**config.mk**
```make
export PLATFORM = sky130hd
export DESIGN_NAME = tpe_delay
export DESIGN_NICKNAME = d
export VERILOG_FILES = /design/src/sv/tpe_delay.sv
export SDC_FILE = /design/constraint.sdc
export NUM_CORES = 1
export LEC_CHECK = 0
export ABC_AREA = 1
export BUFFER_PORTS_ARGS = -buffer_cell sky130_fd_sc_hd__clkbuf_2
export CAP_MARGIN = 30
export CORE_ASPECT_RATIO = 0.6
export CORE_MARGIN = 1
export CORE_UTILIZATION = 26
export CTS_BUF_LIST = sky130_fd_sc_hd__clkbuf_16
export DETAILED_ROUTE_END_ITERATION = 12
export PLACE_DENSITY = 0.55
export SLEW_MARGIN = 20
export SYNTH_ARGS = -nofsm -noshare
export SYNTH_HDL_FRONTEND = slang
export SYNTH_SLANG_ARGS = --single-unit
```
**constraint.sdc**
```tcl
create_clock -name clk -period 1.3 [get_ports clk]
set_clock_uncertainty 0.2 [all_clocks]
set_input_delay 0.195 -clock clk [delete_from_list [all_inputs] [get_ports clk]]
set_output_delay 0.195 -clock clk [all_outputs]
set_load 0.05 [all_outputs]
```
**src/sv/tpe_delay.sv**
```systemverilog
// enabled shift line that carries side data alongside the pipelined units
module tpe_delay #(
  parameter int WIDTH = 8,
  parameter int DEPTH = 4
) (
  input  logic             clk,
  input  logic             en,
  input  logic [WIDTH-1:0] din,
  output logic [WIDTH-1:0] dout
);
  logic [WIDTH-1:0] sh_r [DEPTH];

  always_ff @(posedge clk) begin
    if (en) begin
      sh_r[0] <= din;
      for (int i = 1; i < DEPTH; i++) sh_r[i] <= sh_r[i-1];
    end
  end

  assign dout = sh_r[DEPTH-1];
endmodule

```
# --- After elaboration in Yosys (flattened, before gate mapping) ---
# Memory sizes are Yosys's and may differ from the RTL's.
# Cells that the tools add are included.
word_totals:
  word_cells: 3
  ramBits: 32
  memories: 1
  output_inout_bits: 8
  register_bits: 0
  input_bits: 10
memory_table:
  columns: ["memory", "depth", "width", "read_ports", "rd_clocked_by_memory_dff", "wr", "line", "source"]
  rows:
  - ["sh_r", 4, 8, 4, 0, 4, "11", "logic [WIDTH-1:0] sh_r [DEPTH];"]
classes:
  n_mux: 2
op_table:
  columns: ["operator", "count"]
  rows:
  - ["1-bit 2-to-1 mux", 2]

# --- Longest topological paths before layout ---
logic_depth:
  depth_word: 2
  depth_mapped: 0
  depth_no_buf: 0

# --- Worst setup path after synthesis ---
# Ideal clock, no wire load.
synth_timing:
  path_kind: "register -> output"
  from: "memory sh_r[3][0]"
  to: "output port dout[0]"
  n_path_buf: 0
  stages_incl_launch_ff: 1
  setup_slack_ns: 0.304
  required_time_ns: 0.905
  t_arrival_ns: 0.601
  cell_sequence: "edfxtp_1"
synth_rtl:
  columns: ["element", "line", "source"]
  rows:
  - ["start, declared", "11", null]
  - ["end, declared", "9", "output logic [WIDTH-1:0] dout"]

==> flow_metrics.env <==
export IMPL_hp_class="primary input to flop"
export IMPL_synth_area_um2=961
export IMPL_cts_root_buf="clkbuf_16"
export IMPL_drtIter0Drc=9
export IMPL_antenna_found_initial=0
export IMPL_cts_clk_slew_worst_paths_ps=40
export IMPL_stdcell_count=110
export IMPL_r2r_slack_ps=450
export IMPL_hold_path_endpoint="sh_r[2][3]"
export IMPL_post_route_cell_area_um2=1340
export IMPL_final_max_slew_viol_count=0
export IMPL_antenna_cells=0
export IMPL_fp_dieH_um=49.1
export IMPL_avgSynthCellArea_um2=30.0
export IMPL_grt_max_degree=33
export IMPL_dieArea_um2=3950
export IMPL_relSlewSlack_pct=81.5
export IMPL_port_buffer_count=17
export IMPL_grt_pass1_wl_mm=1.67
export IMPL_netlist_area_leader_share_pct=100
export IMPL_coreArea_um2=3380
export IMPL_placed_area_um2=1120
export IMPL_synth_cell_type_count=1
export IMPL_period_share_pct=97.2
export IMPL_rr_endpoint="sh_r[1][4]"
export IMPL_worstSetupStartpointType="flop"
export IMPL_critical_path_arrival_ps=870
export IMPL_cts_htree_levels=2
export IMPL_clk_latency_ps=270
export IMPL_cts_tree="built"
export IMPL_setup_viol=0
export IMPL_start_util_pct=28.4
export IMPL_largest_reg_flops=32
export IMPL_via_count=392
export IMPL_fp_row_count=16
export IMPL_cp_num_buf_inv=1
export IMPL_min_delay_start="en"
export IMPL_hold_viol=0
export IMPL_critPathMaxFanout=1
export IMPL_fin_nets=75
export IMPL_required_ps=900
export IMPL_largestRegisters="sh_r (32)"
export IMPL_drc=0
export IMPL_drv_cap=0
export IMPL_period_needed_ps=1260
export IMPL_cts_made_buffers=5
export IMPL_regMostFlops="sh_r"
export IMPL_wl_mm=1.09
export IMPL_r2r_cells=0
export IMPL_rsz0062_at_grt="no"
export IMPL_grt_usage_pct=6.70
export IMPL_multi_input_area_um2=0
export IMPL_total_power_w=0.00237
export IMPL_place_congestion=0.606
export IMPL_grt_pass1_vias=383
export IMPL_use_met3_pct=5.05
export IMPL_whs_path_depth=2
export IMPL_worst_r2r_startpoint="sh_r[0][4]"
export IMPL_critPathMaxStageDelay_ps=360
export IMPL_met1_usage_pct=7.02
export IMPL_cp_top_family="flip-flops"
export IMPL_path_depth=1
export IMPL_clock_path_buffers=2
export IMPL_synth_top_area_cell="edfxtp_1"
export IMPL_drive_gt1_share_pct=35.4
export IMPL_ys_seq_elements=32
export IMPL_worstPathCellList="clkbuf_2"
export IMPL_p_leak_nw=0.491
export IMPL_postCtsResizedCells=0
export IMPL_synthTopCellsByArea="edfxtp_1 100%"
export IMPL_ant_nets=0
export IMPL_met2_usage_pct=8.90
export IMPL_dr_pass1_iters=4
export IMPL_yosys_warnings=0
export IMPL_powerDensity_nw_per_um2=1780
export IMPL_synth_cells=32
export IMPL_criticalPathCategory="flop to output port"
export IMPL_ios=18
export IMPL_avgViaCountPerCell=3.56
export IMPL_cp_end_kind="output port"
export IMPL_overflow=0
export IMPL_tns_ps=0
export IMPL_critical_path_slowest_cell="edfxtp_1"
export IMPL_dp_worst_setup_slack_ps=283
export IMPL_setup_ws_ps=36.7
export IMPL_synthesis_nets=42
export IMPL_clock_fmax_mhz=792
export IMPL_place_inst=95
export IMPL_die_w_um=80.5
export IMPL_ys_seq_area_share_pct=100
export IMPL_cts_sinks=32
export IMPL_multi_input_cells=0
export IMPL_nFillCells=304
export IMPL_worst_pin_slew_ps=278
export IMPL_peakVddDrop_uv=1040
export IMPL_status="complete, no violations"
export IMPL_wl_per_cell_um=9.93
export IMPL_grt_busiest_layer="met2"
export IMPL_area_growth_pct=38.9
[area by class of cell]
| cell class | count | area [um^2] | area share [%] |
|---|---|---|---|
| tap | 45 | 56.3 | 4.22 |
| sequential | 32 | 961 | 72.0 |
| timing repair buffer | 26 | 185 | 13.9 |
| clock inverter | 2 | 7.51 | 0.562 |
| clock buffer | 5 | 125 | 9.37 |
[metal layers]
metal,vias to the layer above,wire length (um)
met3,2,117
met2,23,430
met4,0,15
met5,-,0
li1,194,-
met1,173,527
[worst max-delay path by stage]
stage,from,end,slack (ps)
floorplan,sh_r[3][0],dout[0],300
global placement,en,sh_r[0][0],290
detailed placement,en,sh_r[0][4],280
CTS,sh_r[3][1],dout[1],20
global route,sh_r[3][1],dout[1],7
finish,sh_r[3][1],dout[1],40
[cells by family (layout without fill, tap and decap cells)]
logic type  count (synthesis)  count (layout)  share of synthesized area [%]
buf+inv                     0              33                              0
flops                      32              32                            100
[metrics by stage]
step / hold slack [ps] / util (%)
floorplan: 93.9 / -
global placement: 173 / 33.2
detailed placement: 176 / 33.2
CTS: 182 / 39.5
global route: 187 / 39.5
finish: 183 / 39.5
[cell usage after synthesis]
master / count
edfxtp_1: 32
[report_power, final]
group,leakage [nW],internal [W],total (W),switching (W)
combinational,0.113,0.0000398,0.000119,0.0000789
clock,0.0648,0.000679,0.00102,0.000338
sequential,0.313,0.00122,0.00124,0.0000169
total,0.491,0.00194,0.00237,0.000434
[placed cells by master, fill, tap and decap left out]
| cell type | Yosys | routed |
|---|---|---|
| clkinv_1 | 0 | 2 |
| clkbuf_16 | 0 | 5 |
| clkbuf_2 | 0 | 17 |
| buf_12 | 0 | 1 |
| edfxtp_1 | 32 | 32 |
| dlygate4sd3_1 | 0 | 8 |
[what timing repair did]
action / CTS / global route
hold endpoints to repair: 8 / 0
hold buffers: 8 / 0
setup buffers: 0 / 0
(Power assumes the default switching activity.)
