`config.mk`:
```
export PLATFORM = sky130hd
export DESIGN_NAME = tpe_div
export DESIGN_NICKNAME = d
export VERILOG_FILES = /design/src/sv/tpe_pkg.sv /design/src/sv/tpe_div.sv
export SDC_FILE = /design/constraint.sdc
export NUM_CORES = 2
export LEC_CHECK = 0
export BUFFER_PORTS_ARGS = -buffer_cell sky130_fd_sc_hd__buf_2
export CAP_MARGIN = 25
export CORE_MARGIN = 3
export CORE_UTILIZATION = 55
export DETAILED_ROUTE_END_ITERATION = 7
export PLACE_DENSITY = 0.71
export SLEW_MARGIN = 20
export SYNTH_ARGS = -nofsm -noshare
export SYNTH_HDL_FRONTEND = slang
export SYNTH_SLANG_ARGS = --single-unit
```
`constraint.sdc`:
```
create_clock -name clk -period 5.1 [get_ports clk]
set_input_delay 0.255 -clock clk [delete_from_list [all_inputs] [get_ports clk]]
set_output_delay 0.255 -clock clk [all_outputs]
set_load 0.01 [all_outputs]
```
`src/sv/tpe_pkg.sv`:
```
// shared constants, types and helper functions for the track pt/eta unit
package tpe_pkg;

  localparam int PT_W       = 18;
  localparam int ETA_W      = 16;
  localparam int K_W        = 6;
  localparam int SQ_OP_W    = 64;
  localparam int ROOT_W     = 32;
  localparam int N_W        = 33;
  localparam int QUO_W      = 31;

  localparam logic [PT_W-1:0]  PT_MAX  = 18'h3FFFF;
  localparam logic [ETA_W-1:0] ETA_MAX = 16'd32767;
  localparam logic [31:0]      LN2_Q32 = 32'hB17217F8;

  typedef struct packed {
    logic [PT_W-1:0] pt;
    logic            zneg;
    logic            a_zero;
    logic            b_zero;
  } tpe_side_t;

  function automatic logic [K_W-1:0] lead_pos(input logic [N_W-1:0] v);
    logic [K_W-1:0] p;
    p = '0;
    for (int i = 0; i < N_W; i++) begin
      if (v[i]) p = K_W'(i);
    end
    return p;
  endfunction

endpackage

```
`src/sv/tpe_div.sv`:
```
// pipelined restoring divider for a normalized ratio, one quotient bit per stage
module tpe_div (
  input  logic                       clk,
  input  logic                       en,
  input  logic [tpe_pkg::N_W-1:0]    num,
  input  logic [tpe_pkg::N_W-1:0]    den,
  output logic [tpe_pkg::QUO_W-1:0]  quo
);
  localparam int NW = tpe_pkg::N_W;
  localparam int QW = tpe_pkg::QUO_W;

  logic [NW:0]   r_r [QW];
  logic [NW-1:0] d_r [QW];
  logic [QW-1:0] q_r [QW];

  for (genvar i = 0; i < QW; i++) begin : g_st
    logic [NW:0]   r_in, r_sub;
    logic [NW-1:0] d_in;
    logic [QW-1:0] q_in;
    logic          ge;
    if (i == 0) begin : g_first
      assign r_in = {1'b0, num};
      assign d_in = den;
      assign q_in = '0;
    end else begin : g_next
      assign r_in = r_r[i-1];
      assign d_in = d_r[i-1];
      assign q_in = q_r[i-1];
    end
    assign ge    = r_in >= {1'b0, d_in};
    assign r_sub = ge ? (r_in - {1'b0, d_in}) : r_in;
    always_ff @(posedge clk) begin
      if (en) begin
        r_r[i] <= {r_sub[NW-1:0], 1'b0};
        d_r[i] <= d_in;
        q_r[i] <= {q_in[QW-2:0], ge};
      end
    end
  end

  assign quo = q_r[QW-1];
endmodule

```
* After elaboration in Yosys (flattened, before gate mapping)
Memories as Yosys holds them, arrays and structs flattened. Cells that the tools add are included.
Operators by class: add/subtract/negate cells 31, order comparisons 31, muxes and demuxes 33
Operators by type and width (number):
- 33-bit 2-to-1 mux | 31
- 33-bit subtractor | 31
- 34-bit by 33-bit greater-or-equal comparator with 1-bit output | 30
- 33-bit greater-or-equal comparator | 1
- 1-bit 2-to-1 mux | 2
Storage, ports and cells: register bits after elaboration 0, RAM bits 3007, bits of input ports 68, output and inout bits 31, word-level logic and storage cells 98, memories 3
Memories:
- d_r | words 31, bits a word 33, read ports 30, clocked after Yosys merged registers in 0, write ports 31, RTL line tpe_div.sv:13 | logic [NW-1:0] d_r [QW];
- r_r | words 31, bits a word 33, read ports 30, clocked after Yosys merged registers in 0, write ports 31, RTL line tpe_div.sv:12 | logic [NW:0] r_r [QW];
- q_r | words 31, bits a word 31, read ports 31, clocked after Yosys merged registers in 0, write ports 31, RTL line tpe_div.sv:14 | logic [QW-1:0] q_r [QW];

* Longest topological paths before layout
An unclocked memory read counts as a cell.
word-level depth 3, mapped depth 16

* Worst setup path after synthesis
OpenSTA, ideal clock, no wires.
path type register to register, from memory d_r[4][0] (netlist bit), to memory r_r[4][37] (netlist bit) (data pin), setup time 0.260 ns, arrival 3.345 ns, data required time 4.840 ns, path slack 1.495 ns, stages on the path, launching flop included 13, path buffers 1, period minus slack after synthesis 3.605 ns, path through edfxtp_1 fa_1 nand2b_1 a21oi_1 o22ai_1 o31ai_1 a31oi_1 o21a_1 o21ai_1 a31oi_1 o31ai_2 buf_4 mux2_2
RTL lines (RTL line):
- from (decl) | tpe_div.sv:13
- to (decl) | tpe_div.sv:12

==> flow_summary.json <==
{
  "status": "complete, no violations",
  "portBuffers": 98,
  "reg2regPathDepth": 13,
  "grt_remaining_overflow": 0,
  "async_reset_ff_share_pct": 0,
  "finalWorstSetupSlack_ns": 0.635,
  "synthTopCellsByArea": "edfxtp_1 (54%), ha_1 (9.2%), a21oi_1 (4.2%), inv_1 (3.4%), xnor2_1 (3.2%)",
  "synth_cells": 12300,
  "endpoint_kind": "flop",
  "start_kind": "flop",
  "synth_top_area_share_pct": 53.5,
  "cts-htree-levels": 5,
  "die_w_um": 509,
  "slew_violations": 0,
  "synth_top_area_cell": "edfxtp_1",
  "path_class": "reg -> reg",
  "skew_ns": 0.0572,
  "post_cts_buffers": 0,
  "syn-cell-area_sq_um": 139000,
  "setup_viol_count_final": 0,
  "die_h_um": 509,
  "wl_per_cell_um": 20.0,
  "hold_viol_final": 0,
  "grt_pass1_vias": 92500,
  "power.leakage_nw": 62.3,
  "dr.first_iter.drc_count": 7315,
  "pwr-share-clk_pct": 19.4,
  "r2r-end": "r_r[10][58]",
  "clock_sinks": 2476,
  "p_comb_share_pct": 46.7,
  "ys_ff_latch": 2476,
  "crit_arrival_ns": 5.06,
  "dr.max_layer_used": "met4",
  "period_share_pct": 87.5,
  "fmax_mhz": 224,
  "root_buffer": "clkbuf_16",
  "seqPwrFrac_pct": 33.9,
  "hold_depth": 2,
  "cp.required_ns": 5.70,
  "synthTopCellsByCount": "edfxtp_1 (2476), inv_1 (1255), a21oi_1 (1179)",
  "layout-drive-gt1-share_pct": 8.73,
  "ys_warn_count": 0,
  "core_sq_um": 250000,
  "hold_path_class": "in -> reg",
  "syn_area_per_cell_sq_um": 11.3,
  "dieArea_sq_um": 259000,
  "power_switching_mw": 38.2,
  "reg2reg_from": "d_r[10][2]",
  "synth.distinct_cells": 91,
  "dpl.hpwl_mm": 240,
  "antenna_found_initial": 6,
  "grt_max_degree": 192,
  "numCtsBuffers": 289,
  "tightestPinTransition_ns": 1.12,
  "cp_max_fo": 33,
  "final_nets": 13600,
  "clock_latency_ns": 0.92,
  "wl_met1_mm": 131,
  "dr_total_vias": 93800,
  "cts_resized": 0,
  "final_antenna_net_count": 0,
  "switching_share_pct": 37.8,
  "synth_nets": 13400,
  "syn_to_final_growth_pct": 10.2,
  "path_clk_slew_ns": 0.06,
  "dp_worst_setup_slack_ns": 0.714,
  "seq_area_frac_synth_pct": 53.5,
  "num_rows": 183,
  "reg2reg_setup_slack_ns": 0.64,
  "initial_core_util_pct": 55.6,
  "synth_flop_cell": "edfxtp_1",
  "drv_cap": 0,
  "cts_buffer_depth": 4,
  "hold_path_end": "d_r[0][31]",
  "cts_tree": "done",
  "grt_first_pass_wirelength_mm": 506,
  "met2_length_mm": 164,
  "place_congestion": 0.950,
  "p_per_area_nw_per_um2": 661,
  "synth_edf_count": 2476,
  "period_needed_ns": 4.46,
  "power.internal_mw": 63.0,
  "grt_util_all_layers_pct": 24.4,
  "rsz0062_at_grt": "false",
  "drc": 0,
  "pin_count": 99,
  "met3_wirelength_mm": 13.2,
  "avgViaCountPerCell": 5.85,
  "fin_tns_setup_ns": 0,
  "synth.most_common_cell": "edfxtp_1",
  "totalWireLength_mm": 321,
  "hp-start": "den[31]",
  "first_pass_iters": 7,
  "relSlewSlack_pct": 25.6,
  "ir_drop_mv": 0.388
}
## power groups by stage
stage	Sequential [mW]	Combinational (mW)	Clock (mW)
after global placement	34.7	45.3	0
after CTS	34.3	46.8	20.1
final	34.3	47.2	19.6
after detailed placement	34.7	46.4	0
after global routing	34.7	52.3	20.9
after floorplan	32.5	36.2	0
## worst max path at each step
stage,startpoint,to,cells past startpoint
5_1_grt,d_r[5][33],r_r[6][3],12
2_1_floorplan,d_r[4][0],r_r[4][37],12
3_3_place_gp,r_r[4][0],r_r[4][36],13
4_1_cts,r_r[4][0],r_r[4][37],13
6_report,d_r[10][2],r_r[10][58],13
3_5_place_dp,r_r[4][0],r_r[4][37],13
## cells by family after synthesis
logic type | synth area share, %
compound gates | 14.8
buf+inv | 4.34
xor+xnor | 5.36
simple gates | 8.76
fa+ha+maj | 9.63
flops | 53.5
mux | 3.60
## placed cells by master, fill, tap and decap left out, types with 36 or more instances in the layout
cell | synthesis | layout
nand4_1 | 170 | 170
xor2_1 | 337 | 337
a31oi_1 | 115 | 113
o31a_1 | 36 | 36
dlygate4sd3_1 | 0 | 67
o21ai_0 | 709 | 709
buf_2 | 39 | 97
buf_4 | 6 | 61
nand2b_1 | 151 | 151
o21a_1 | 141 | 141
nor2_1 | 712 | 712
and2_1 | 61 | 61
clkinv_2 | 0 | 38
nand3_1 | 188 | 188
nor3_1 | 116 | 116
clkbuf_1 | 253 | 54
and3_1 | 75 | 75
clkinv_1 | 0 | 52
a21o_1 | 453 | 452
inv_1 | 1255 | 1255
a21oi_1 | 1179 | 1179
clkbuf_16 | 0 | 294
nor2b_1 | 151 | 151
a211oi_1 | 80 | 79
o21bai_1 | 129 | 129
xnor2_1 | 513 | 513
o31ai_1 | 76 | 76
ha_1 | 1022 | 1022
o211ai_1 | 59 | 59
nand2_1 | 767 | 765
mux2_2 | 397 | 397
edfxtp_1 | 2476 | 2476
## through the flow
| step | instances | area, sq um | power [mW] | hold slack [ns] | util (%) |
|---|---|---|---|---|---|
| final | 16000 | 153000 | 101 | 0.0852 | 61.2 |
| after global routing | 16000 | 153000 | 108 | 0.0537 | 61.2 |
| after floorplan | 12300 | 139000 | 68.7 | 0.354 | - |
| after CTS | 16000 | 153000 | 101 | 0.0101 | 61.2 |
| after global placement | 15500 | 143000 | 80.0 | 0.400 | 57.4 |
| after detailed placement | 15500 | 143000 | 81.1 | 0.405 | 57.4 |
## layer usage
metal | vias to the layer above | GRT usage [%]
met1 | 45100 | 30.2
li1 | 45400 | -
met3 | 766 | 2.83
met4 | 0 | 9.02
met2 | 2558 | 43.9
met5 | - | 0
## final cells by class
cell class	count	area, sq um
antenna	9	22.5
sequential	2476	74400
fill	19700	97000
clock buffer	348	7560
clock inverter	144	1330
inverter	1255	4710
tap	3330	4170
timing repair buffer	250	2110
multi-input combinational	8220	58800
## timing repair
item / in CTS / in global routing
setup endpoints to repair: 0 / 0
hold endpoints to repair: 206 / 0
hold buffers: 67 / 0
## worst max-delay path, stage by stage (launching register included)
cell and delay (ns):
edfxtp_1 0.41, inv_1 0.06, ha_1 0.36, nor2b_1 0.18
o31a_1 0.30, o41ai_1 0.71, a31oi_1 0.31, a31oi_1 0.35
o31a_1 0.31, o31ai_1 0.11, nand3_1 0.09, a21o_2 0.53
buf_4 0.32, o21ai_0 0.14
## sequential cells by signal, summed over array words and instances (netlist names)
signal	cells
d_r	990
q_r	496
r_r	990
Power figures use the tool's default switching activity.
