File: config.mk
export PLATFORM = sky130hd
export DESIGN_NAME = tpe_isqrt
export DESIGN_NICKNAME = d
export VERILOG_FILES = /design/src/sv/tpe_pkg.sv /design/src/sv/tpe_isqrt.sv
export SDC_FILE = /design/constraint.sdc
export NUM_CORES = 2
export LEC_CHECK = 0
export BUFFER_PORTS_ARGS = -buffer_cell sky130_fd_sc_hd__buf_4
export CAP_MARGIN = 10
export CORE_MARGIN = 10
export CORE_UTILIZATION = 38
export DETAILED_ROUTE_END_ITERATION = 12
export PLACE_DENSITY = 0.59
export SYNTH_ARGS = -nofsm -noshare
export SYNTH_HDL_FRONTEND = slang
export SYNTH_SLANG_ARGS = --single-unit
export TNS_END_PERCENT = 5
File: constraint.sdc
create_clock -name clk -period 4.16 [get_ports clk]
set_input_delay 0 -clock clk [delete_from_list [all_inputs] [get_ports clk]]
set_output_delay 0 -clock clk [all_outputs]
set_load 0.01 [all_outputs]
File: src/sv/tpe_pkg.sv
// shared constants, types and helper functions for the track pt/eta unit
package tpe_pkg;

  localparam int PT_W       = 18;
  localparam int ETA_W      = 16;
  localparam int K_W        = 6;
  localparam int SQ_OP_W    = 64;
  localparam int ROOT_W     = 32;
  localparam int N_W        = 33;
  localparam int QUO_W      = 31;

  localparam logic [PT_W-1:0]  PT_MAX  = 18'h3FFFF;
  localparam logic [ETA_W-1:0] ETA_MAX = 16'd32767;
  localparam logic [31:0]      LN2_Q32 = 32'hB17217F8;

  typedef struct packed {
    logic [PT_W-1:0] pt;
    logic            zneg;
    logic            a_zero;
    logic            b_zero;
  } tpe_side_t;

  function automatic logic [K_W-1:0] lead_pos(input logic [N_W-1:0] v);
    logic [K_W-1:0] p;
    p = '0;
    for (int i = 0; i < N_W; i++) begin
      if (v[i]) p = K_W'(i);
    end
    return p;
  endfunction

endpackage

File: src/sv/tpe_isqrt.sv
// pipelined integer square root, one root bit per stage, with remainder
module tpe_isqrt (
  input  logic                          clk,
  input  logic                          en,
  input  logic [tpe_pkg::SQ_OP_W-1:0]   op,
  output logic [tpe_pkg::ROOT_W-1:0]    root,
  output logic [tpe_pkg::ROOT_W:0]      rem
);
  localparam int OW = tpe_pkg::SQ_OP_W;
  localparam int RW = tpe_pkg::ROOT_W;

  logic [OW-1:0] v_r   [RW];
  logic [OW-1:0] res_r [RW];

  for (genvar i = 0; i < RW; i++) begin : g_st
    logic [OW-1:0] v_in, res_in, bitv, trial, v_nxt, res_nxt;
    if (i == 0) begin : g_first
      assign v_in   = op;
      assign res_in = '0;
    end else begin : g_next
      assign v_in   = v_r[i-1];
      assign res_in = res_r[i-1];
    end
    assign bitv  = OW'(1) << (2 * (RW - 1 - i));
    assign trial = res_in + bitv;
    always_comb begin
      if (v_in >= trial) begin
        v_nxt   = v_in - trial;
        res_nxt = (res_in >> 1) + bitv;
      end else begin
        v_nxt   = v_in;
        res_nxt = res_in >> 1;
      end
    end
    always_ff @(posedge clk) begin
      if (en) begin
        v_r[i]   <= v_nxt;
        res_r[i] <= res_nxt;
      end
    end
  end

  assign root = res_r[RW-1][RW-1:0];
  assign rem  = v_r[RW-1][RW:0];
endmodule

Word level (Yosys, flattened, before mapping):

Memories as Yosys holds them, arrays and structs flattened.
Cells that the tools add are included.

* memories: 2
* logic and storage cells: 194
* register bits: 0
* input port bits: 66
* bits in writable memories: 4096

Memory list
* res_r: depth 32, bits a word 64, rd ports 32, clocked after memory_dff 0, write ports 32, line tpe_isqrt.sv:13 `logic [OW-1:0] res_r [RW];`
* v_r: depth 32, bits a word 64, rd ports 32, clocked after memory_dff 0, write ports 32, line tpe_isqrt.sv:12 `logic [OW-1:0] v_r [RW];`

* $add $sub $neg: 94
* order comparisons: 32
* mux-type cells: 66

Operators with widths (number)
* 2-to-1 mux 64 bit: 63
* >= comparator 64 bit: 31
* subtractor 64 bit: 31
* adder 63 x 1 -> 64 bit, second input constant: 1
* adder 63 x 11 -> 64 bit, second input constant: 1
* adder 63 x 13 -> 64 bit, second input constant: 1
* adder 63 x 15 -> 64 bit, second input constant: 1
* adder 63 x 17 -> 64 bit, second input constant: 1
* adder 63 x 19 -> 64 bit, second input constant: 1
* adder 63 x 21 -> 64 bit, second input constant: 1
* adder 63 x 23 -> 64 bit, second input constant: 1
* adder 63 x 25 -> 64 bit, second input constant: 1
* adder 63 x 27 -> 64 bit, second input constant: 1
* adder 63 x 29 -> 64 bit, second input constant: 1
* adder 63 x 3 -> 64 bit, second input constant: 1
* adder 63 x 31 -> 64 bit, second input constant: 1
* adder 63 x 33 -> 64 bit, second input constant: 1
* adder 63 x 35 -> 64 bit, second input constant: 1
* adder 63 x 37 -> 64 bit, second input constant: 1
* adder 63 x 39 -> 64 bit, second input constant: 1
* adder 63 x 41 -> 64 bit, second input constant: 1
* adder 63 x 43 -> 64 bit, second input constant: 1
* adder 63 x 45 -> 64 bit, second input constant: 1
* adder 63 x 47 -> 64 bit, second input constant: 1
* 45 further kinds: 46

Depth between registers and ports, before layout:

An unclocked memory read counts as a cell.

* depth in word-level cells: 4
* gate-level depth with buffers: 16

Worst setup path before layout:

Ideal clock, no wire load.

* kind: flip-flop to flip-flop
* start point: mem v_r[1][340] in the netlist's numbering
* end point: mem v_r[1][446] in the netlist's numbering, data pin
* setup slack: 0.737 ns
* stages on the path, launching flop included: 14
* buffers on the path: 1
* required time: 3.893 ns
* arrival time: 3.156 ns
* library setup time: 0.267 ns
* cell sequence: edfxtp_1 -> ha_1 -> nor2b_1 -> o31a_1 -> a41oi_1 -> a31oi_1 -> a311oi_1 -> a21oi_1 -> a221oi_2 -> o21ai_2 -> or3_1 -> buf_6 -> nor4b_2 -> xor2_1

RTL lines (line)
* start: declaration: tpe_isqrt.sv:12

==> impl_metrics.env <==
export IMPL_worstHoldPathType="in -> reg"
export IMPL_grtUsageTotal_pct=16.6
export IMPL_fin_nets=10935
export IMPL_syn_nets=10325
export IMPL_std_cell_rows=207
export IMPL_numCtsBuffers=288
export IMPL_gp_congestion=0.895
export IMPL_worst_r2r_setup_slack_ns=0.08
export IMPL_ys_seq_area_share_pct=62.7
export IMPL_cp_num_buf_inv=1
export IMPL_grt_pass1_vias=79375
export IMPL_hold_viol=0
export IMPL_hold_path_end="res_r[0][62]"
export IMPL_p_leak_nw=52.7
export IMPL_synth_ff_type="edfxtp_1"
export IMPL_cp_end_kind="register"
export IMPL_hp_start="op[41]"
export IMPL_ir_worst_vdd_v=0.000447
export IMPL_fin_cells=14725
export IMPL_dp_cells=14066
export IMPL_port_buffers=130
export IMPL_placed_cell_area_sq_um=130000
export IMPL_area_growth_syn_to_layout_pct=15.3
export IMPL_coreArea_sq_um=319000
export IMPL_ant_nets=0
export IMPL_relSlewSlack_pct=15.3
export IMPL_tightestPinTransition_ns=1.24
export IMPL_cp_cell_sequence="ha_1, nand2_1, nor3b_2, nand4_1, nor3_1, nand4b_1, nand3b_1, nor3_4, buf_4, or3b_1, a211oi_2, xor2_1"
export IMPL_synthDistinctLibCells=103
export IMPL_finalCritPeriodShare_pct=98.2
export IMPL_yosys_warnings=0
export IMPL_min_period_ns=4.08
export IMPL_ios=131
export IMPL_remaining_drc_errors=0
export IMPL_critPathTopFamily="simple AND/OR/NAND/NOR gates"
export IMPL_h_tree_depth=5
export IMPL_synth_edf_count=2545
export IMPL_ys_ff_latch=2545
export IMPL_critical_path_class="reg -> reg"
export IMPL_syn_area_sq_um=122000
export IMPL_clkSlewWorstSetupHoldPaths_ns=0.06
export IMPL_cts_root_buf="clkbuf_16"
export IMPL_rr_startpoint="v_r[1][549]"
export IMPL_overflow=0
export IMPL_synth_area_leader_cell="edfxtp_1"
export IMPL_cts_sinks=2545
export IMPL_chipHeight_um=586
export IMPL_routedWlPerCell_um=20.0
export IMPL_clk_latency_ns=0.90
export IMPL_start_util_pct=38.3
export IMPL_async_flop_share_pct=0
export IMPL_maxCapViolations=0
export IMPL_clock_skew_ns=0.0911
export IMPL_grt_max_degree=151
export IMPL_drive_gt1_share_pct=9.60
export IMPL_syn_inst=9699
export IMPL_clk_path_buf_depth=4
export IMPL_power_density_nw_per_um2=553
export IMPL_slew_viol_final=0
export IMPL_drtPass1Iterations=5
export IMPL_r2r_cells=12
export IMPL_final_area_sq_um=140000
export IMPL_crit_fanout=6
export IMPL_synthTopCellsByCount="2545 x edfxtp_1, 684 x inv_1, 654 x nor2_1, 650 x nand2_1, 595 x a21oi_1"
export IMPL_vias_per_cell=5.31
export IMPL_syn_avg_cell_area_sq_um=12.6
export IMPL_worst_ep_required_time_ns=4.73
export IMPL_grt_setup_unrepaired="true"
export IMPL_synth_top_area_share_pct=62.7
export IMPL_cts_tree="yes"
export IMPL_first_iter_violations=5667
export IMPL_clock_fmax_ghz=0.245
export IMPL_vias=78136
export IMPL_routed_wl_um=295000
export IMPL_crit_path_top_delay_cell="or3b_1"
export IMPL_regToRegEndpoint="v_r[1][633]"
export IMPL_antenna_found_initial=4
export IMPL_fp_dieW_um=586
export IMPL_synth_most_common_cell="edfxtp_1"
export IMPL_dp_hpwl_um=223000
export IMPL_cp_data_arrival_time_ns=4.65
export IMPL_grt_pass1_wl_um=455000
export IMPL_whs_ns=0.205
export IMPL_die_area_sq_um=344000
export IMPL_outcome="finished, final reports clean"
export IMPL_finalSetupViolCount=0
export IMPL_whs_path_depth=5
export IMPL_synth_area_leaders="edfxtp_1 63%, ha_1 5.7%, xnor2_1 3.3%"
export IMPL_worst_path_largest_cell_delay_ns=0.47
export IMPL_worstSetupStartpointType="register"
[worst register-to-register path, delay by kind of cell, from the launching register on]
kind,cells,cell delay [ns]
simple gates,8,2.39
flops,1,0.43
fa+ha+maj,1,0.43
compound gates,1,0.33
buf+inv,1,0.15
xor+xnor,1,0.10
[where the power goes]
part,leakage (nW),internal [W],switching [W]
sequential,24.5,0.0327,0.00268
clock,4.53,0.0148,0.0104
combinational,23.7,0.00726,0.00983
[logic make-up (layout without fill, tap and decap cells)]
| family | count (synthesis) | after routing | share of synthesized area [%] |
|---|---|---|---|
| adders and majority gates | 560 | 560 | 5.75 |
| xor gates and xnor gates | 913 | 913 | 6.56 |
| muxes | 82 | 82 | 0.749 |
| buffers and inverters | 884 | 1722 | 2.78 |
| other | 0 | 8 | 0 |
| AOI/OAI and AO/OA | 1858 | 1858 | 9.44 |
| DFF | 2545 | 2545 | 62.7 |
| and+or+nand+nor | 2857 | 2857 | 12.0 |
[timing repair]
item,CTS,global route
pin swaps,3,5
setup buffers,0,1
hold buffers,131,0
resized for setup,17,28
endpoints found under the setup margin,91,92
hold endpoints to repair,297,0
[layout by cell type (no fill, tap or decap), types with 45 or more instances in the layout]
cell              n
a21o_1          256
a21oi_1         594
and3_1           45
buf_4           358
clkbuf_1         48
clkbuf_16       292
clkinv_1         58
dlygate4sd3_1   131
edfxtp_1       2545
ha_1            557
inv_1           684
mux2_2           74
nand2_1         649
nand2b_1        111
nand3_1         140
nand4_1         161
nor2_1          654
nor2b_1          89
nor3_1          266
nor4_1          316
nor4b_1          45
o21a_1           96
o21ai_0         486
o21bai_1         57
o31ai_1          45
or2_2            46
or3_1           107
or4_1            54
xnor2_1         466
xor2_1          447
[sequential cells by signal, indices dropped and copies added (netlist names)]
register and cells:
res_r 528, v_r 2017
[metal layers]
| metal | GRT usage, % | wire (um) | up-vias |
|---|---|---|---|
| met3 | 2.10 | 11900 | 639 |
| met1 | 19.2 | 117000 | 38199 |
| met5 | 0 | 0 | - |
| li1 | - | - | 37447 |
| met4 | 6.34 | 12100 | 0 |
| met2 | 31.2 | 154000 | 1851 |
[how the worst max path moves through the flow]
stage,startpoint,to,slack [ns],cells after the start
5_1_grt,v_r[1][340],v_r[1][438],-0.08,14
2_1_floorplan,v_r[1][340],v_r[1][446],0.74,13
6_report,v_r[1][549],v_r[1][633],0.08,12
4_1_cts,v_r[1][549],v_r[1][633],-0.004,12
3_5_place_dp,v_r[1][665],v_r[1][764],-0.69,11
3_3_place_gp,v_r[1][665],v_r[1][764],-0.79,11
[stage by stage]
step	total power [W]	utilization [%]	setup slack (ns)	TNS [ns]
after floorplan	0.0465	-	0.737	0
final	0.0777	44.1	0.0767	0
after global placement	0.0524	40.7	-0.786	-14.82
after CTS	0.0783	44.1	-0.00357	-0.00357
after detailed placement	0.0527	40.7	-0.693	-16.30
after global routing	0.0816	44.1	-0.0800	-0.288
[cell type report]
cell class / instances / area [sq um]
fill: 28607 / 178000
sequential: 2545 / 76400
multi-input combinational: 6270 / 42300
clock buffer: 340 / 7490
tap: 4180 / 5230
timing repair buffer: 516 / 4510
inverter: 688 / 2580
clock inverter: 178 / 1920
antenna: 8 / 20.0
(Power assumes the default switching activity.)
